**src/rtl/gpe_pkg.sv**
```systemverilog
`timescale 1ns / 1ps
// Shared constants, tables and control types of the gate position estimator.
package gpe_pkg;

    // Field and state widths
    localparam int TABLE_POINTS  = 8;
    localparam int POSITION_BITS = 16;
    localparam int CUR_W         = 10;
    localparam int SPD_W         = 10;
    localparam int STEP_W        = 5;
    localparam int DIST_W        = 16;
    localparam int LIMIT_W       = 16;
    localparam int OUT_POS_W     = 16;
    localparam int POS_EXT_W     = (POSITION_BITS > OUT_POS_W) ? POSITION_BITS : OUT_POS_W;
    localparam int SEG_W         = $clog2(TABLE_POINTS);

    // Reciprocal divider: quotient = (num * floor(2^S / d)) >> S, then one fix-up
    localparam int NUM_W         = 16;
    localparam int RECIP_SHIFT   = 16;
    localparam int RECIP_W       = RECIP_SHIFT + 1;
    localparam int DX_W          = CUR_W;
    localparam int PROD_W        = NUM_W + RECIP_W;
    localparam int SPEED_DIVISOR = 20;

    // Operation codes of an input word
    localparam logic [1:0] OP_UPDATE = 2'd0;
    localparam logic [1:0] OP_STOP   = 2'd1;
    localparam logic [1:0] OP_START  = 2'd2;

    // Configuration register indexes
    localparam logic [1:0] REG_POS_UPPER  = 2'd0;
    localparam logic [1:0] REG_POS_LOWER  = 2'd1;
    localparam logic [1:0] REG_FAST_OPEN  = 2'd2;
    localparam logic [1:0] REG_FAST_CLOSE = 2'd3;

    // Configuration reset values
    localparam logic signed [LIMIT_W-1:0] RST_POS_UPPER  = 16'sd10000;
    localparam logic signed [LIMIT_W-1:0] RST_POS_LOWER  = 16'sd0;
    localparam logic signed [LIMIT_W-1:0] RST_FAST_OPEN  = 16'sd2000;
    localparam logic signed [LIMIT_W-1:0] RST_FAST_CLOSE = 16'sd8000;

    // Current-to-speed table
    typedef logic [CUR_W-1:0]   cur_arr_t   [TABLE_POINTS];
    typedef logic [SPD_W-1:0]   spd_arr_t   [TABLE_POINTS];
    typedef logic [DX_W-1:0]    dx_arr_t    [TABLE_POINTS];
    typedef logic [RECIP_W-1:0] recip_arr_t [TABLE_POINTS];

    localparam cur_arr_t CUR_PTS = '{8, 11, 15, 20, 25, 30, 40, 50};
    localparam spd_arr_t SPD_PTS = '{587, 575, 561, 544, 529, 515, 490, 380};

    // Segment width; a flat or empty segment and the last point use one
    function automatic dx_arr_t mk_dx();
        dx_arr_t r;
        for (int i = 0; i < TABLE_POINTS - 1; i++)
        begin
            if (CUR_PTS[i+1] > CUR_PTS[i])
                r[i] = DX_W'(CUR_PTS[i+1] - CUR_PTS[i]);
            else
                r[i] = DX_W'(1);
        end
        r[TABLE_POINTS-1] = DX_W'(1);
        return r;
    endfunction

    // Speed drop over a segment; a rising or empty segment keeps its left speed
    function automatic spd_arr_t mk_dy();
        spd_arr_t r;
        for (int i = 0; i < TABLE_POINTS - 1; i++)
        begin
            if (CUR_PTS[i+1] > CUR_PTS[i] && SPD_PTS[i+1] <= SPD_PTS[i])
                r[i] = SPD_W'(SPD_PTS[i] - SPD_PTS[i+1]);
            else
                r[i] = '0;
        end
        r[TABLE_POINTS-1] = '0;
        return r;
    endfunction

    localparam dx_arr_t SEG_DX = mk_dx();
    localparam spd_arr_t SEG_DY = mk_dy();

    function automatic recip_arr_t mk_recip();
        recip_arr_t r;
        for (int i = 0; i < TABLE_POINTS; i++)
            r[i] = RECIP_W'((64'd1 << RECIP_SHIFT) / SEG_DX[i]);
        return r;
    endfunction

    localparam recip_arr_t SEG_RECIP = mk_recip();
    localparam logic [RECIP_W-1:0] RECIP_SPEED =
        RECIP_W'((64'd1 << RECIP_SHIFT) / SPEED_DIVISOR);

    // Microcode
    localparam int PC_W = 4;

    typedef enum logic [3:0] {
        U_NOP,
        U_SEG,
        U_MUL,
        U_RECIP,
        U_REM,
        U_QUOT,
        U_STEP,
        U_STOP,
        U_START
    } uop_t;

    typedef enum logic {
        D_SEG,
        D_SPEED
    } dsel_t;

    typedef enum logic [2:0] {
        J_NONE,
        J_ALWAYS,
        J_UPD,
        J_STOP,
        J_START
    } jcond_t;

    typedef struct packed {
        uop_t             uop;
        dsel_t            dsel;
        jcond_t           jc;
        logic [PC_W-1:0]  target;
        logic             done;
    } ctrl_t;

    typedef struct packed {
        logic upd;
        logic stop;
        logic start;
    } cond_t;

endpackage

```
**src/rtl/gpe_item_if.sv**
```systemverilog
`timescale 1ns / 1ps
// Input channel: one update, stop or start word per handshake.
interface gpe_item_if;
    logic                      valid;
    logic                      ready;
    logic [1:0]                opcode;
    logic                      gate_select;
    logic                      motor_running;
    logic                      direction_open;
    logic [gpe_pkg::CUR_W-1:0] motor_current;

    modport source (
        output valid, opcode, gate_select, motor_running, direction_open, motor_current,
        input  ready
    );

    modport sink (
        input  valid, opcode, gate_select, motor_running, direction_open, motor_current,
        output ready
    );
endinterface

```
**src/rtl/gpe_result_if.sv**
```systemverilog
`timescale 1ns / 1ps
// Result channel: selected gate state after each input word.
interface gpe_result_if;
    logic                                valid;
    logic                                ready;
    logic signed [gpe_pkg::OUT_POS_W-1:0] position;
    logic [gpe_pkg::DIST_W-1:0]          travelled_distance;
    logic [gpe_pkg::STEP_W-1:0]          step_distance;
    logic                                fast_ride_allowed;

    modport source (
        output valid, position, travelled_distance, step_distance, fast_ride_allowed,
        input  ready
    );

    modport sink (
        input  valid, position, travelled_distance, step_distance, fast_ride_allowed,
        output ready
    );
endinterface

```
**src/rtl/gpe_seq.sv**
```systemverilog
`timescale 1ns / 1ps
// Microcode sequencer: step counter, control store and conditional jumps.
module gpe_seq (
    input  logic            clk,
    input  logic            rst_n,
    input  logic            start,
    input  gpe_pkg::cond_t  cond,
    input  logic            stall,
    output gpe_pkg::ctrl_t  ctrl,
    output logic            busy
);

    // Program addresses
    localparam logic [gpe_pkg::PC_W-1:0] PC_DISPATCH  = 4'd0;
    localparam logic [gpe_pkg::PC_W-1:0] PC_CHK_STOP  = 4'd1;
    localparam logic [gpe_pkg::PC_W-1:0] PC_CHK_START = 4'd2;
    localparam logic [gpe_pkg::PC_W-1:0] PC_FINISH    = 4'd3;
    localparam logic [gpe_pkg::PC_W-1:0] PC_SEG       = 4'd4;
    localparam logic [gpe_pkg::PC_W-1:0] PC_MUL       = 4'd5;
    localparam logic [gpe_pkg::PC_W-1:0] PC_RCP_SEG   = 4'd6;
    localparam logic [gpe_pkg::PC_W-1:0] PC_REM_SEG   = 4'd7;
    localparam logic [gpe_pkg::PC_W-1:0] PC_QUOT      = 4'd8;
    localparam logic [gpe_pkg::PC_W-1:0] PC_RCP_SPD   = 4'd9;
    localparam logic [gpe_pkg::PC_W-1:0] PC_REM_SPD   = 4'd10;
    localparam logic [gpe_pkg::PC_W-1:0] PC_STEP      = 4'd11;
    localparam logic [gpe_pkg::PC_W-1:0] PC_STOP      = 4'd12;
    localparam logic [gpe_pkg::PC_W-1:0] PC_START     = 4'd13;

    logic                         busy_reg;
    logic                         busy_next;
    logic [gpe_pkg::PC_W-1:0]     pc_reg;
    logic [gpe_pkg::PC_W-1:0]     pc_next;
    logic                         taken;

    function automatic gpe_pkg::ctrl_t cw(
        input gpe_pkg::uop_t             uop,
        input gpe_pkg::dsel_t            dsel,
        input gpe_pkg::jcond_t           jc,
        input logic [gpe_pkg::PC_W-1:0]  target,
        input logic                      done
    );
        gpe_pkg::ctrl_t c;
        c.uop    = uop;
        c.dsel   = dsel;
        c.jc     = jc;
        c.target = target;
        c.done   = done;
        return c;
    endfunction

    // Control store
    function automatic gpe_pkg::ctrl_t rom(input logic [gpe_pkg::PC_W-1:0] pc);
        gpe_pkg::ctrl_t c;
        unique case (pc)
            PC_DISPATCH:  c = cw(gpe_pkg::U_NOP,   gpe_pkg::D_SEG,   gpe_pkg::J_UPD,    PC_SEG,    1'b0);
            PC_CHK_STOP:  c = cw(gpe_pkg::U_NOP,   gpe_pkg::D_SEG,   gpe_pkg::J_STOP,   PC_STOP,   1'b0);
            PC_CHK_START: c = cw(gpe_pkg::U_NOP,   gpe_pkg::D_SEG,   gpe_pkg::J_START,  PC_START,  1'b0);
            PC_FINISH:    c = cw(gpe_pkg::U_NOP,   gpe_pkg::D_SEG,   gpe_pkg::J_NONE,   PC_FINISH, 1'b1);
            PC_SEG:       c = cw(gpe_pkg::U_SEG,   gpe_pkg::D_SEG,   gpe_pkg::J_NONE,   PC_FINISH, 1'b0);
            PC_MUL:       c = cw(gpe_pkg::U_MUL,   gpe_pkg::D_SEG,   gpe_pkg::J_NONE,   PC_FINISH, 1'b0);
            PC_RCP_SEG:   c = cw(gpe_pkg::U_RECIP, gpe_pkg::D_SEG,   gpe_pkg::J_NONE,   PC_FINISH, 1'b0);
            PC_REM_SEG:   c = cw(gpe_pkg::U_REM,   gpe_pkg::D_SEG,   gpe_pkg::J_NONE,   PC_FINISH, 1'b0);
            PC_QUOT:      c = cw(gpe_pkg::U_QUOT,  gpe_pkg::D_SEG,   gpe_pkg::J_NONE,   PC_FINISH, 1'b0);
            PC_RCP_SPD:   c = cw(gpe_pkg::U_RECIP, gpe_pkg::D_SPEED, gpe_pkg::J_NONE,   PC_FINISH, 1'b0);
            PC_REM_SPD:   c = cw(gpe_pkg::U_REM,   gpe_pkg::D_SPEED, gpe_pkg::J_NONE,   PC_FINISH, 1'b0);
            PC_STEP:      c = cw(gpe_pkg::U_STEP,  gpe_pkg::D_SPEED, gpe_pkg::J_ALWAYS, PC_FINISH, 1'b0);
            PC_STOP:      c = cw(gpe_pkg::U_STOP,  gpe_pkg::D_SEG,   gpe_pkg::J_ALWAYS, PC_FINISH, 1'b0);
            PC_START:     c = cw(gpe_pkg::U_START, gpe_pkg::D_SEG,   gpe_pkg::J_ALWAYS, PC_FINISH, 1'b0);
            default:      c = cw(gpe_pkg::U_NOP,   gpe_pkg::D_SEG,   gpe_pkg::J_NONE,   PC_FINISH, 1'b1);
        endcase
        return c;
    endfunction

    assign ctrl = rom(pc_reg);
    assign busy = busy_reg;

    // Evaluate the jump condition of the current step
    always_comb
    begin
        unique case (ctrl.jc)
            gpe_pkg::J_NONE:   taken = 1'b0;
            gpe_pkg::J_ALWAYS: taken = 1'b1;
            gpe_pkg::J_UPD:    taken = cond.upd;
            gpe_pkg::J_STOP:   taken = cond.stop;
            gpe_pkg::J_START:  taken = cond.start;
            default:           taken = 1'b0;
        endcase
    end

    // Advance, jump, or hold on the last step while the result register is full and not taken
    always_comb
    begin
        busy_next = busy_reg;
        pc_next   = pc_reg;
        priority if (start)
        begin
            busy_next = 1'b1;
            pc_next   = PC_DISPATCH;
        end
        else if (busy_reg)
        begin
            if (ctrl.done)
            begin
                if (!stall)
                    busy_next = 1'b0;
            end
            else if (taken)
                pc_next = ctrl.target;
            else
                pc_next = pc_reg + 1'b1;
        end
    end

    always_ff @(posedge clk or negedge rst_n)
    begin
        if (!rst_n)
        begin
            busy_reg <= 1'b0;
            pc_reg   <= PC_DISPATCH;
        end
        else
        begin
            busy_reg <= busy_next;
            pc_reg   <= pc_next;
        end
    end

endmodule

```
**src/rtl/gate_position_estimator_unit.sv**
```systemverilog
`timescale 1ns / 1ps
// Gate position estimator: two gates tracked by dead reckoning from motor current.
//
// item_in carries one word per handshake: a period update, a stop clamp or a
// start check for one of two gates. result_out returns exactly one word per
// input word: the selected gate's position, travelled distance, the step added
// by this word and its fast-ride flag. cfg_wen/cfg_index/cfg_data write the
// four limit registers; write them only while the unit is idle.
// Items are handled one at a time by a microcoded sequencer. A running update
// takes segment lookup, multiply and two reciprocal divisions of two steps
// each; a stop clamp or a start check takes the dispatch checks, its own step
// and the finishing step; anything else only the dispatch checks and the
// finishing step. item_in.ready rises as the result loads, and is high whenever
// no item is in work, so the next word is accepted while a result still waits
// in the output register. If the receiver stalls, the next item runs to its
// last step and holds there until the output register frees.
// Reset clears both gates' position, distance and flag, loads the limit
// registers with their defaults and empties the output register.
module gate_position_estimator_unit (
    input  logic                          clk,
    input  logic                          rst_n,
    gpe_item_if.sink                      item_in,
    gpe_result_if.source                  result_out,
    input  logic                          cfg_wen,
    input  logic [1:0]                    cfg_index,
    input  logic [gpe_pkg::LIMIT_W-1:0]   cfg_data
);

    localparam int PB = gpe_pkg::POSITION_BITS;
    localparam int EW = gpe_pkg::POS_EXT_W;

    // Sequencer link
    gpe_pkg::ctrl_t ctrl;
    gpe_pkg::cond_t cond;
    logic           busy;
    logic           accept;
    logic           stall;
    logic           done_fire;

    // Latched input word
    logic [1:0]                  op_reg;
    logic                        gate_reg;
    logic                        run_reg;
    logic                        open_reg;
    logic [gpe_pkg::CUR_W-1:0]   cur_reg;

    // Datapath registers
    logic [gpe_pkg::SEG_W-1:0]   seg_reg;
    logic [gpe_pkg::CUR_W-1:0]   curc_reg;
    logic [gpe_pkg::NUM_W-1:0]   num_reg;
    logic [gpe_pkg::PROD_W-1:0]  prod_reg;
    logic [gpe_pkg::NUM_W-1:0]   q0_reg;
    logic [gpe_pkg::NUM_W-1:0]   rem_reg;
    logic [gpe_pkg::STEP_W-1:0]  step_reg;

    // Gate state
    logic [PB-1:0]               pos_reg  [2];
    logic [gpe_pkg::DIST_W-1:0]  dist_reg [2];
    logic                        fast_reg [2];

    // Limit registers
    logic signed [gpe_pkg::LIMIT_W-1:0] upper_reg;
    logic signed [gpe_pkg::LIMIT_W-1:0] lower_reg;
    logic signed [gpe_pkg::LIMIT_W-1:0] fopen_reg;
    logic signed [gpe_pkg::LIMIT_W-1:0] fclose_reg;

    // Output register
    logic                                 out_valid_reg;
    logic                                 out_valid_next;
    logic signed [gpe_pkg::OUT_POS_W-1:0] out_pos_reg;
    logic [gpe_pkg::DIST_W-1:0]           out_dist_reg;
    logic [gpe_pkg::STEP_W-1:0]           out_step_reg;
    logic                                 out_fast_reg;

    // Combinational datapath
    logic [gpe_pkg::CUR_W-1:0]    curc;
    logic [gpe_pkg::SEG_W-1:0]    seg;
    logic [gpe_pkg::DX_W-1:0]     div_d;
    logic [gpe_pkg::RECIP_W-1:0]  recip;
    logic [gpe_pkg::NUM_W-1:0]    q0;
    logic [gpe_pkg::NUM_W-1:0]    q_fix;
    logic [PB-1:0]                pos_sel;
    logic signed [EW-1:0]         pos_s;
    logic signed [EW-1:0]         p1_s;
    logic [PB-1:0]                p1;
    logic [PB-1:0]                p2;
    logic                         fast_f;

    // Handshake
    assign item_in.ready = !busy;
    assign accept        = item_in.valid && item_in.ready;
    assign stall         = out_valid_reg && !result_out.ready;
    assign done_fire     = busy && ctrl.done && !stall;

    assign cond.upd   = (op_reg == gpe_pkg::OP_UPDATE) && run_reg;
    assign cond.stop  = (op_reg == gpe_pkg::OP_STOP);
    assign cond.start = (op_reg == gpe_pkg::OP_START);

    gpe_seq u_seq (
        .clk   (clk),
        .rst_n (rst_n),
        .start (accept),
        .cond  (cond),
        .stall (stall),
        .ctrl  (ctrl),
        .busy  (busy)
    );

    // Clamp current to the table span and find its segment
    always_comb
    begin
        if (cur_reg < gpe_pkg::CUR_PTS[0])
            curc = gpe_pkg::CUR_PTS[0];
        else if (cur_reg > gpe_pkg::CUR_PTS[gpe_pkg::TABLE_POINTS-1])
            curc = gpe_pkg::CUR_PTS[gpe_pkg::TABLE_POINTS-1];
        else
            curc = cur_reg;
        seg = '0;
        for (int j = 1; j < gpe_pkg::TABLE_POINTS; j++)
        begin
            if (curc >= gpe_pkg::CUR_PTS[j])
                seg = gpe_pkg::SEG_W'(j);
        end
    end

    // Divisor and its reciprocal: segment width or the speed divisor
    always_comb
    begin
        unique case (ctrl.dsel)
            gpe_pkg::D_SEG:
            begin
                div_d = gpe_pkg::SEG_DX[seg_reg];
                recip = gpe_pkg::SEG_RECIP[seg_reg];
            end
            gpe_pkg::D_SPEED:
            begin
                div_d = gpe_pkg::DX_W'(gpe_pkg::SPEED_DIVISOR);
                recip = gpe_pkg::RECIP_SPEED;
            end
            default:
            begin
                div_d = gpe_pkg::SEG_DX[seg_reg];
                recip = gpe_pkg::SEG_RECIP[seg_reg];
            end
        endcase
    end

    // Estimated quotient, and its one-step correction from the held remainder
    assign q0    = gpe_pkg::NUM_W'(prod_reg >> gpe_pkg::RECIP_SHIFT);
    assign q_fix = q0_reg + gpe_pkg::NUM_W'(rem_reg >= gpe_pkg::NUM_W'(div_d));

    // Stop clamp: upper limit first, then lower on the wrapped value; also the start check's fast-ride flag
    always_comb
    begin
        pos_sel = pos_reg[gate_reg];
        pos_s   = EW'(signed'(pos_sel));
        if (pos_s > EW'(upper_reg))
            p1 = PB'(upper_reg);
        else
            p1 = pos_sel;
        p1_s = EW'(signed'(p1));
        if (p1_s < EW'(lower_reg))
            p2 = PB'(lower_reg);
        else
            p2 = p1;
        if (open_reg)
            fast_f = (pos_s < EW'(fopen_reg));
        else
            fast_f = (pos_s > EW'(fclose_reg));
    end

    // Latch the input word
    always_ff @(posedge clk)
    begin
        if (accept)
        begin
            op_reg   <= item_in.opcode;
            gate_reg <= item_in.gate_select;
            run_reg  <= item_in.motor_running;
            open_reg <= item_in.direction_open;
            cur_reg  <= item_in.motor_current;
        end
    end

    // Datapath steps driven by the control word
    always_ff @(posedge clk)
    begin
        if (busy)
        begin
            unique case (ctrl.uop)
                gpe_pkg::U_SEG:
                begin
                    seg_reg  <= seg;
                    curc_reg <= curc;
                end
                gpe_pkg::U_MUL:
                    num_reg <= gpe_pkg::NUM_W'(gpe_pkg::SEG_DY[seg_reg] *
                               (curc_reg - gpe_pkg::CUR_PTS[seg_reg]));
                gpe_pkg::U_RECIP:
                    prod_reg <= gpe_pkg::PROD_W'(num_reg) * gpe_pkg::PROD_W'(recip);
                gpe_pkg::U_REM:
                begin
                    q0_reg  <= q0;
                    rem_reg <= num_reg - gpe_pkg::NUM_W'(q0 * div_d);
                end
                gpe_pkg::U_QUOT:
                    num_reg <= gpe_pkg::NUM_W'(gpe_pkg::SPD_PTS[seg_reg]) - q_fix;
                default:
                begin
                end
            endcase
        end
    end

    // Gate state and step register
    always_ff @(posedge clk or negedge rst_n)
    begin
        if (!rst_n)
        begin
            for (int g = 0; g < 2; g++)
            begin
                pos_reg[g]  <= '0;
                dist_reg[g] <= '0;
                fast_reg[g] <= 1'b0;
            end
            step_reg <= '0;
        end
        else if (accept)
            step_reg <= '0;
        else if (busy)
        begin
            unique case (ctrl.uop)
                gpe_pkg::U_STEP:
                begin
                    step_reg           <= gpe_pkg::STEP_W'(q_fix);
                    dist_reg[gate_reg] <= dist_reg[gate_reg]
                                          + gpe_pkg::DIST_W'(gpe_pkg::STEP_W'(q_fix));
                    if (open_reg)
                        pos_reg[gate_reg] <= pos_sel + PB'(gpe_pkg::STEP_W'(q_fix));
                    else
                        pos_reg[gate_reg] <= pos_sel - PB'(gpe_pkg::STEP_W'(q_fix));
                end
                gpe_pkg::U_STOP:
                    pos_reg[gate_reg] <= p2;
                gpe_pkg::U_START:
                    fast_reg[gate_reg] <= fast_f;
                default:
                begin
                end
            endcase
        end
    end

    // Limit registers
    always_ff @(posedge clk or negedge rst_n)
    begin
        if (!rst_n)
        begin
            upper_reg  <= gpe_pkg::RST_POS_UPPER;
            lower_reg  <= gpe_pkg::RST_POS_LOWER;
            fopen_reg  <= gpe_pkg::RST_FAST_OPEN;
            fclose_reg <= gpe_pkg::RST_FAST_CLOSE;
        end
        else if (cfg_wen)
        begin
            unique case (cfg_index)
                gpe_pkg::REG_POS_UPPER:  upper_reg  <= cfg_data;
                gpe_pkg::REG_POS_LOWER:  lower_reg  <= cfg_data;
                gpe_pkg::REG_FAST_OPEN:  fopen_reg  <= cfg_data;
                gpe_pkg::REG_FAST_CLOSE: fclose_reg <= cfg_data;
                default:
                begin
                end
            endcase
        end
    end

    // Output register: load on the last step, drop when taken
    always_comb
    begin
        out_valid_next = out_valid_reg;
        priority if (done_fire)
            out_valid_next = 1'b1;
        else if (result_out.ready)
            out_valid_next = 1'b0;
    end

    always_ff @(posedge clk or negedge rst_n)
    begin
        if (!rst_n)
            out_valid_reg <= 1'b0;
        else
            out_valid_reg <= out_valid_next;
    end

    always_ff @(posedge clk)
    begin
        if (done_fire)
        begin
            out_pos_reg  <= gpe_pkg::OUT_POS_W'(EW'(pos_sel));
            out_dist_reg <= dist_reg[gate_reg];
            out_step_reg <= step_reg;
            out_fast_reg <= fast_reg[gate_reg];
        end
    end

    assign result_out.valid              = out_valid_reg;
    assign result_out.position           = out_pos_reg;
    assign result_out.travelled_distance = out_dist_reg;
    assign result_out.step_distance      = out_step_reg;
    assign result_out.fast_ride_allowed  = out_fast_reg;

`ifndef SYNTHESIS
    // An accepted word keeps the sequencer busy on the next cycle
    a_accept_busy: assert property (@(posedge clk) disable iff (!rst_n)
        accept |=> busy)
        else $error("sequencer not busy after accepted word");

    // A result appears only after a finishing step that was not stalled
    a_result_source: assert property (@(posedge clk) disable iff (!rst_n)
        $rose(out_valid_reg) |-> $past(done_fire))
        else $error("result word without a finished item");

    // A nonzero step is reported only for a running update
    a_step_update: assert property (@(posedge clk) disable iff (!rst_n)
        (done_fire && step_reg != '0) |-> cond.upd)
        else $error("step reported for a word that is not a running update");
`endif

endmodule

```
**src/flat_wrapper.sv**
```systemverilog
// flat-port wrapper written by rule: the top's interface ports become plain ports
module gate_position_estimator_unit_flat 
  (clk, rst_n, cfg_wen, cfg_index, cfg_data, item_in_valid, item_in_opcode, item_in_gate_select, item_in_motor_running, item_in_direction_open, item_in_motor_current, item_in_ready, result_out_valid, result_out_position, result_out_travelled_distance, result_out_step_distance, result_out_fast_ride_allowed, result_out_ready);
  gpe_item_if item_in_i ();
  gpe_result_if result_out_i ();
  input  logic clk;
  input  logic rst_n;
  input  logic cfg_wen;
  input  logic [1:0] cfg_index;
  input  logic [gpe_pkg::LIMIT_W-1:0] cfg_data;
  input wire logic [$bits(item_in_i.valid)-1:0] item_in_valid;
  input wire logic [$bits(item_in_i.opcode)-1:0] item_in_opcode;
  input wire logic [$bits(item_in_i.gate_select)-1:0] item_in_gate_select;
  input wire logic [$bits(item_in_i.motor_running)-1:0] item_in_motor_running;
  input wire logic [$bits(item_in_i.direction_open)-1:0] item_in_direction_open;
  input wire logic [$bits(item_in_i.motor_current)-1:0] item_in_motor_current;
  output wire logic [$bits(item_in_i.ready)-1:0] item_in_ready;
  output wire logic [$bits(result_out_i.valid)-1:0] result_out_valid;
  output wire logic [$bits(result_out_i.position)-1:0] result_out_position;
  output wire logic [$bits(result_out_i.travelled_distance)-1:0] result_out_travelled_distance;
  output wire logic [$bits(result_out_i.step_distance)-1:0] result_out_step_distance;
  output wire logic [$bits(result_out_i.fast_ride_allowed)-1:0] result_out_fast_ride_allowed;
  input wire logic [$bits(result_out_i.ready)-1:0] result_out_ready;
  assign item_in_i.valid = item_in_valid;
  assign item_in_i.opcode = item_in_opcode;
  assign item_in_i.gate_select = item_in_gate_select;
  assign item_in_i.motor_running = item_in_motor_running;
  assign item_in_i.direction_open = item_in_direction_open;
  assign item_in_i.motor_current = item_in_motor_current;
  assign item_in_ready = item_in_i.ready;
  assign result_out_valid = result_out_i.valid;
  assign result_out_position = result_out_i.position;
  assign result_out_travelled_distance = result_out_i.travelled_distance;
  assign result_out_step_distance = result_out_i.step_distance;
  assign result_out_fast_ride_allowed = result_out_i.fast_ride_allowed;
  assign result_out_i.ready = result_out_ready;
  gate_position_estimator_unit u_core (.clk(clk), .rst_n(rst_n), .item_in(item_in_i), .result_out(result_out_i), .cfg_wen(cfg_wen), .cfg_index(cfg_index), .cfg_data(cfg_data));
endmodule
```
**config.mk**
```make
export PLATFORM = sky130hd
export DESIGN_NAME = gate_position_estimator_unit_flat
export DESIGN_NICKNAME = d
export VERILOG_FILES = /design/src/rtl/gpe_pkg.sv /design/src/rtl/gpe_item_if.sv /design/src/rtl/gpe_result_if.sv /design/src/rtl/gpe_seq.sv /design/src/rtl/gate_position_estimator_unit.sv /design/src/flat_wrapper.sv
export SDC_FILE = /design/constraint.sdc
export NUM_CORES = 1
export LEC_CHECK = 0
export BUFFER_PORTS_ARGS = -buffer_cell sky130_fd_sc_hd__buf_2
export CORE_ASPECT_RATIO = 1.4
export CORE_MARGIN = 4
export CORE_UTILIZATION = 50
export DETAILED_ROUTE_END_ITERATION = 10
export GPL_TIMING_DRIVEN = 0
export HOLD_SLACK_MARGIN = 0.05
export PLACE_DENSITY = 0.69
export SLEW_MARGIN = 10
export SYNTH_ARGS = -nofsm -noshare
export SYNTH_HDL_FRONTEND = slang
export SYNTH_SLANG_ARGS = --single-unit
```
**constraint.sdc**
```tcl
create_clock -name clk -period 14.55 [get_ports clk]
set_clock_uncertainty 0.1 [all_clocks]
set_input_delay 1.455 -clock clk [delete_from_list [all_inputs] [get_ports clk]]
set_output_delay 1.455 -clock clk [all_outputs]
set_load 0.02 [all_outputs]
```
==> results.toml, run 1 <==
[cts]
cts_resized = 0
hold_buffers = 0
post-cts-setup-buffers = 0
clockRootBuffer = "clkbuf_16"
clock-sinks = 271
cts_tree = "built"
cts.path.max_buffers = 3
h-tree-depth = 1
clk_latency_ns = 0.57
clk_pin_slew_ns = 0.07
cts_buffers = 26

[synth]
synth_cells = 2697
avgSynthCellArea_um2 = 9.83
synthTopCellsByCount = "inv_1, ha_1, nand2_1, fa_1, edfxtp_1"
yosysTopAreaCellShare_pct = 18.0
synth_flop_cell = "edfxtp_1"
async_flop_share_pct = 52.0
synth_edf_count = 130
ys_warn_count = 0
post_synth_num_cell_types = 85
synth_area_um2 = 26500
synth_top_cell_by_area = "fa_1"
ys_seq_area_share_pct = 28.1
yosys.cell_count.top_type = "inv_1"
yosys_register_bits = 271
synth_area_leaders = "fa_1, edfxtp_1, ha_1, dfrtp_1, inv_1"

[worst_setup_path]
crit_family = "adder cells"
worstPathRequired_ns = 14.76
ff2ff_setup_slack_ns = 4.91
r2r_end = "u_core.prod_reg[31]$_DFFE_PP_"
start_kind = "flip-flop"
max_stage_delay_ns = 0.62
worst-endpoint-arrival_ns = 9.85
crit_path_top_delay_cell = "fa_1"
cp_num_buf_inv = 8
path_class = "flip-flop to flip-flop"
rr_worst_depth = 29
worstSetupEndpointType = "flip-flop"
reg2reg_from = "u_core.u_seq.pc_reg[1]$_DFFE_PN0P_"
cp_max_fo = 10

[cells_and_area]
final_nets = 3399
syn_to_final_growth_pct = 8.54
drive_gt1_share_pct = 9.56

[placed_design]
dp_hpwl_um = 53700
port_buffers = 77
gp_congestion = 0.943

[routing]
drt-met1-wl_um = 24100
wl_met2_um = 35700
wl_per_cell_um = 18.5
drtAntennaViolNets = 0
drt_iter0_drc = 1047
wl_met3_um = 2000
drt-total-wl_um = 65500
first_pass_iters = 6
drc = 0
vias = 19468
avgViaCountPerCell = 5.49
top_layer_used = "met5"

[worst_hold_path]
holdPathEnd = "u_core.result_out.step_distance[1]$_DFFE_PP_"
hold_class = "flip-flop to flip-flop"
min-delay-start = "u_core.step_reg[1]$_DFFE_PN0P_"
whs_path_depth = 0

[job]
max_cap_violations = 0

[floorplanning]
start_util_pct = 50.7
die_h_um = 280
rows = 99
die_area_um2 = 56800
die_w_um = 203
io_pins = 78
core_area_um2 = 52300

[sta]
post-route-period-util_pct = 66.3
tightest_slew_ns = 1.13
setup-tns-final_ns = 0
slew_headroom_pct = 23.0
slew_violations = 0
hold_viol = 0
max_freq_ghz = 0.104
period_needed_ns = 9.64
rsz0062_at_grt = "no"
setup_viol = 0

[outcome]
outcome = "complete, no violations"

[global_routing]
grt_pass1_vias = 21180
grt_usage_pct = 23.4
antenna_found_initial = 4
overflow = 0
grt_pass1_wl_um = 108000
grt_start_max_net_pins = 84
==> per-stage QoR <==
step	instances	setup WS, ns	instance area [um2]	util, %	hold WS (ns)
after global routing	3543	4.55	28800	55.1	0.371
after CTS	3541	4.94	28800	55.0	0.358
final	3544	4.91	28800	55.1	0.355
after floorplan	2700	7.18	26500	-	0.325
after global placement	3484	5.04	27800	53.2	0.341
after detailed placement	3493	4.96	27900	53.5	0.338
==> area by class of cell <==
class | instances | area [um2]
sequential | 271 | 7450
timing repair buffer | 86 | 500
inverter | 507 | 1900
antenna | 3 | 7.51
clock buffer | 38 | 736
tap | 707 | 885
clock inverter | 10 | 95.1
fill | 4712 | 23500
multi-input combinational | 1859 | 16900
buffer | 63 | 265
==> logic make-up after synthesis <==
family                     synth area share [%]
muxes                                      5.61
and+or+nand+nor                            12.4
buffers and inverters                      8.18
DFF                                        28.1
adders and majority gates                  32.5
AOI/OAI and AO/OA                          9.06
other                                    0.0141
xor gates and xnor gates                   4.10
==> worst max-delay path by stage <==
stage	startpoint	to	cells after the start
2_1_floorplan	u_core.u_seq.pc_reg[1]$_DFFE_PN0P_	u_core.prod_reg[31]$_DFFE_PP_	30
3_5_place_dp	u_core.u_seq.pc_reg[1]$_DFFE_PN0P_	u_core.prod_reg[31]$_DFFE_PP_	29
6_report	u_core.u_seq.pc_reg[1]$_DFFE_PN0P_	u_core.prod_reg[31]$_DFFE_PP_	29
4_1_cts	u_core.u_seq.pc_reg[1]$_DFFE_PN0P_	u_core.prod_reg[31]$_DFFE_PP_	29
5_1_grt	u_core.u_seq.pc_reg[1]$_DFFE_PN0P_	u_core.prod_reg[31]$_DFFE_PP_	29
3_3_place_gp	u_core.u_seq.pc_reg[1]$_DFFE_PN0P_	u_core.prod_reg[31]$_DFFE_PP_	29
==> metal layers <==
layer	track usage (%)	up-vias
li1	-	9110
met1	25.4	9688
met2	45.6	473
met3	1.94	195
met4	11.0	2
met5	0	-
==> placed cells by master (no fill, tap or decap), types with 8 or more instances in the layout <==
cell / n
inv_1: 504
ha_1: 309
nand2_1: 257
fa_1: 238
edfxtp_1: 130
dfrtp_1: 124
nor2_1: 120
a21oi_1: 99
mux2_2: 84
xnor2_1: 84
and2_1: 83
buf_2: 82
clkbuf_1: 60
o21ai_0: 56
a21o_1: 42
xor2_1: 40
o21ai_1: 38
nor3_1: 34
nand3_1: 33
nor2b_1: 26
mux2i_1: 26
clkbuf_16: 26
o21a_1: 22
and3_1: 21
nand2b_1: 19
nand4_1: 17
dfstp_2: 17
nor4_1: 14
mux2_1: 13
or3_1: 12
o31ai_1: 10
a22o_1: 10
o22ai_1: 9
nor3b_1: 9
o41ai_1: 9
mux2_4: 8
a211oi_1: 8
o21bai_1: 8
a31oi_1: 8
nand3b_1: 8
Power of run 1 is not shown: default switching activity piles up to over one toggle a cycle in this logic, so the estimate is an artifact.
==> run 2, diff against run 1 <==
- PLACE_DENSITY: 0.69 -> 0.72
- clock period: 14.55 -> 7.9 ns (I/O delays scaled with it)
==> results.toml, run 2 (synthesis gave the netlist of run 1 again) <==
[outcome]
outcome = "complete, no violations"

[floorplanning]
die_area_um2 = 56800
die_h_um = 280
rows = 99
io_pins = 78
die_w_um = 203
start_util_pct = 50.7
core_area_um2 = 52300

[worst_setup_path]
start_kind = "flip-flop"
worst-endpoint-arrival_ns = 7.86
crit_top_cell = "fa_1"
path_class = "flip-flop to flip-flop"
worstPathRequired_ns = 8.10
worstSetupEndpointType = "flip-flop"
crit_path_top_delay_cell = "fa_1"
ff2ff_setup_slack_ns = 0.24
cp_max_fo = 6
max_stage_delay_ns = 0.57

[global_routing]
overflow = 0
grt_pass1_vias = 21309
grt_usage_pct = 23.3
grt_start_max_net_pins = 92
antenna_found_initial = 3
grt_pass1_wl_um = 108000

[cells_and_area]
utilization_pct = 55.7
layout.cells.most_common = "inv_1"
final_nets = 3419
drive_gt1_share_pct = 11.6
syn_to_final_growth_pct = 9.89
fillers = 4548
layout_common_cells = "inv_1, ha_1, nand2_1"

[routing]
avgViaCountPerCell = 5.50
vias = 19591
drt_iter0_drc = 1052
drc = 0
first_pass_iters = 6
drtAntennaViolNets = 0
wl_per_cell_um = 18.5
drt-total-wl_um = 65700

[sta]
hold_viol = 0
holdWs_ns = 0.0892
max_freq_ghz = 0.131
tightest_slew_ns = 1.16
slew_violations = 0
setup_viol = 0
slew_headroom_pct = 20.7
period_needed_ns = 7.66
post-route-period-util_pct = 96.9

[cts]
hold_buffers = 0
cts_tree = "built"
clock-sinks = 271
clk_pin_slew_ns = 0.07
clockRootBuffer = "clkbuf_16"
clk_latency_ns = 0.58
cts_buffers = 25
cts.path.max_buffers = 3
h-tree-depth = 1

[placed_design]
gp_congestion = 0.948
dp_hpwl_um = 53700
port_buffers = 77

[worst_hold_path]
hold_class = "input port to async pin"

[job]
max_cap_violations = 0
## run 2: changes by cell type in the layout (fill, tap and decap cells not counted), sizes merged
| cell | delta |
|---|---|
| clkinvlp | +1 |
| inv | +1 |
| buf | +28 |
| bufinv | -1 |
| clkbuf | -11 |
| clkinv | +1 |
## run 2: metrics by stage
step                instance area, um2  setup TNS, ns  cells  setup slack, ns
finish                           29100              0   3563            0.244
global route                     29100        -0.0442   3561          -0.0267
CTS                              28900         -0.172   3550          -0.0915
detailed placement               27900         -16.08   3493            -1.54
global placement                 27800         -15.26   3484            -1.48
floorplan                        26500              0   2700            0.527
## run 2: path summary, 6_finish.rpt
path                                                          from                                           end  cells past startpoint
worst min-delay path                                         rst_n              u_core.fclose_reg[5]$_DFFE_PN0P_                      1
min in group clk                          item_in_motor_current[7]                   u_core.cur_reg[7]$_DFFE_PP_                      1
worst max register to register  u_core.u_seq.pc_reg[0]$_DFFE_PN0P_                 u_core.prod_reg[31]$_DFFE_PP_                     31
worst max-delay path            u_core.u_seq.pc_reg[0]$_DFFE_PN0P_                 u_core.prod_reg[31]$_DFFE_PP_                     31
worst min register to register      u_core.step_reg[1]$_DFFE_PN0P_  u_core.result_out.step_distance[1]$_DFFE_PP_                      0
max in group asynchronous                                    rst_n            u_core.u_seq.pc_reg[1]$_DFFE_PN0P_                      2
## run 2: metal layers
metal  up-vias  track usage (%)  share of wire (%)
met2       518             45.2                 55
met1      9675             25.4                 36
li1       9177                -                  -
met4         2             11.5                5.9
met5         -                0              0.011
met3       219             2.03                3.5
## run 2: layout make-up
| class | instances | area (um2) | share of cell area (%) |
|---|---|---|---|
| Tap cell | 707 | 885 | 3.04 |
| Timing Repair Buffer | 110 | 703 | 2.41 |
| Clock inverter | 12 | 91.3 | 0.313 |
| Antenna cell | 3 | 7.51 | 0.0258 |
| Multi-Input combinational cell | 1859 | 17100 | 58.6 |
| Sequential cell | 271 | 7460 | 25.6 |
| Inverter | 507 | 1900 | 6.53 |
| Clock buffer | 34 | 712 | 2.44 |
| Buffer | 60 | 293 | 1.00 |
## run 2: timing repair
action                     4_1_cts  5_1_grt
setup endpoints to repair       20       13
gates resized for setup         22       45
pin swaps                        6       12
buffers inserted                14       10
## run 2: critical path, delay by kind of cell, from the launching register on
kind	cells	cell delay, ns
adders and majority gates	8	3.37
AOI/OAI and AO/OA	9	1.89
buffers and inverters	10	1.17
DFF	1	0.46
and+or+nand+nor	3	0.31
xor gates and xnor gates	1	0.09
Power of run 2 is left out for the same reason.
==> run 3, diff against run 2 <==
- CELL_PAD_IN_SITES_DETAIL_PLACEMENT: not set -> 1
- CELL_PAD_IN_SITES_GLOBAL_PLACEMENT: not set -> 2
- CORE_UTILIZATION: 50 -> 38
- PLACE_DENSITY: 0.72 -> 0.81
==> results.toml, run 3 (synthesis gave the netlist of run 1 again) <==
[cts]
clockRootBuffer = "clkbuf_16"
clk_pin_slew_ns = 0.06
cts_buffers = 28
cts.path.max_buffers = 3
clk_latency_ns = 0.59
h-tree-depth = 1
clock-sinks = 271
cts_tree = "built"

[floorplanning]
rows = 114
io_pins = 78
die_h_um = 321
die_area_um2 = 74100
start_util_pct = 38.3
core_area_um2 = 69200
die_w_um = 231

[routing]
vias = 19492
drt-total-wl_um = 75400
first_pass_iters = 5
drt_iter0_drc = 571
drtAntennaViolNets = 0
drc = 0
wl_per_cell_um = 19.9
avgViaCountPerCell = 5.15

[placed_design]
dp_cells = 3713
dp_slack_ns = -2.07
dp_hpwl_um = 62600
gp_congestion = 0.885
port_buffers = 77

[sta]
max_freq_ghz = 0.132
rsz0062_at_grt = "no"
slew_violations = 0
period_needed_ns = 7.57
setup_viol = 0
post-route-period-util_pct = 95.8
tightest_slew_ns = 1.20
slew_headroom_pct = 19.4
finalWorstSetupSlack_ns = 0.330
hold_viol = 0

[worst_setup_path]
worst-endpoint-arrival_ns = 7.78
max_stage_delay_ns = 0.56
worstSetupEndpointType = "flip-flop"
cp_num_buf_inv = 8
start_kind = "flip-flop"
worstPathRequired_ns = 8.11
crit_path_top_delay_cell = "fa_1"
cp_max_fo = 8
crit_family = "adder cells"
path_class = "flip-flop to flip-flop"
crit_top_cell = "fa_1"

[job]
max_cap_violations = 0

[global_routing]
antenna_found_initial = 2
grt_usage_pct = 20.5
overflow = 0
grt_pass1_wl_um = 121000
grt_pass1_vias = 22563
grt_start_max_net_pins = 106

[cells_and_area]
fin_cells = 3785
final_nets = 3418
layout.cells.most_common = "inv_1"
drive_gt1_share_pct = 11.8
fillers = 7845
syn_to_final_growth_pct = 11.5
layout_common_cells = "inv_1, ha_1, nand2_1"

[outcome]
outcome = "complete, no violations"

[worst_hold_path]
hold_class = "input port to flip-flop"
run 3: changes by cell type in the layout (fill, tap and decap cells not counted), moves of 2 or more:
cell       change
clkinv_1       +2
buf_8          +2
clkbuf_8       +3
clkbuf_1       -4
buf_4          -2
o21ai_0        -2
bufinv_16      +3
clkbuf_16      +2
buf_6          -4
run 3: final timing paths:
check / start / to / slack, ns / cells past startpoint
max: u_core.seg_reg[1]$_SDFFCE_PP1P_ / u_core.prod_reg[31]$_DFFE_PP_ / 0.33 / 28
max in group asynchronous: rst_n / u_core.u_seq.pc_reg[0]$_DFFE_PN0P_ / 6.21 / 3
max reg2reg: u_core.seg_reg[1]$_SDFFCE_PP1P_ / u_core.prod_reg[31]$_DFFE_PP_ / 0.33 / 28
min: item_in_motor_current[9] / u_core.cur_reg[9]$_DFFE_PP_ / 0.27 / 1
min in group asynchronous: rst_n / u_core.fopen_reg[11]$_DFFE_PN0P_ / 0.57 / 2
min reg2reg: u_core.prod_reg[31]$_DFFE_PP_ / u_core.q0_reg[15]$_DFFE_PP_ / 0.36 / 0
run 3: per-stage QoR:
step | hold slack (ns) | util, % | TNS, ns | area [um2]
6_report | 0.274 | 42.7 | 0 | 29600
4_1_cts | 0.239 | 42.5 | 0 | 29400
3_3_place_gp | 0.343 | 40.6 | -24.07 | 28100
2_1_floorplan | 0.325 | - | 0 | 26500
5_1_grt | 0.240 | 42.7 | 0 | 29600
3_5_place_dp | 0.357 | 40.8 | -25.52 | 28200
run 3: per-layer routing:
metal / global-route usage [%] / share of wire, %
met1: 21.7 / 37
met2: 41.2 / 56
met3: 1.63 / 2.2
met4: 8.42 / 4.8
met5: 0 / 0
run 3: cell type report:
cell class	instances	area, um2	share of cell area, %
clock inverters	16	189	0.639
clock buffers	36	796	2.69
inverters	507	1900	6.44
plain buffers	60	297	1.00
diodes	2	5.00	0.0169
well taps	928	1160	3.93
repair buffers	106	657	2.22
multi-input cells	1859	17100	57.8
flip-flops and latches	271	7460	25.2
run 3: worst reg2reg max path: cells and delay by family (launching register included):
kind | cells | cell delay (ns)
adders and majority gates | 8 | 3.48
and+or+nand+nor | 2 | 0.26
buffers and inverters | 8 | 1.02
AOI/OAI and AO/OA | 9 | 1.91
xor gates and xnor gates | 1 | 0.08
DFF | 1 | 0.46
run 3: repair_timing:
item                       4_1_cts  5_1_grt
pin swaps                        9       14
setup endpoints to repair       22       11
buffers inserted                16        4
hold endpoints to repair        24        0
resized for setup               34       32
hold buffers                     1        0
Power of run 3 is left out for the same reason.
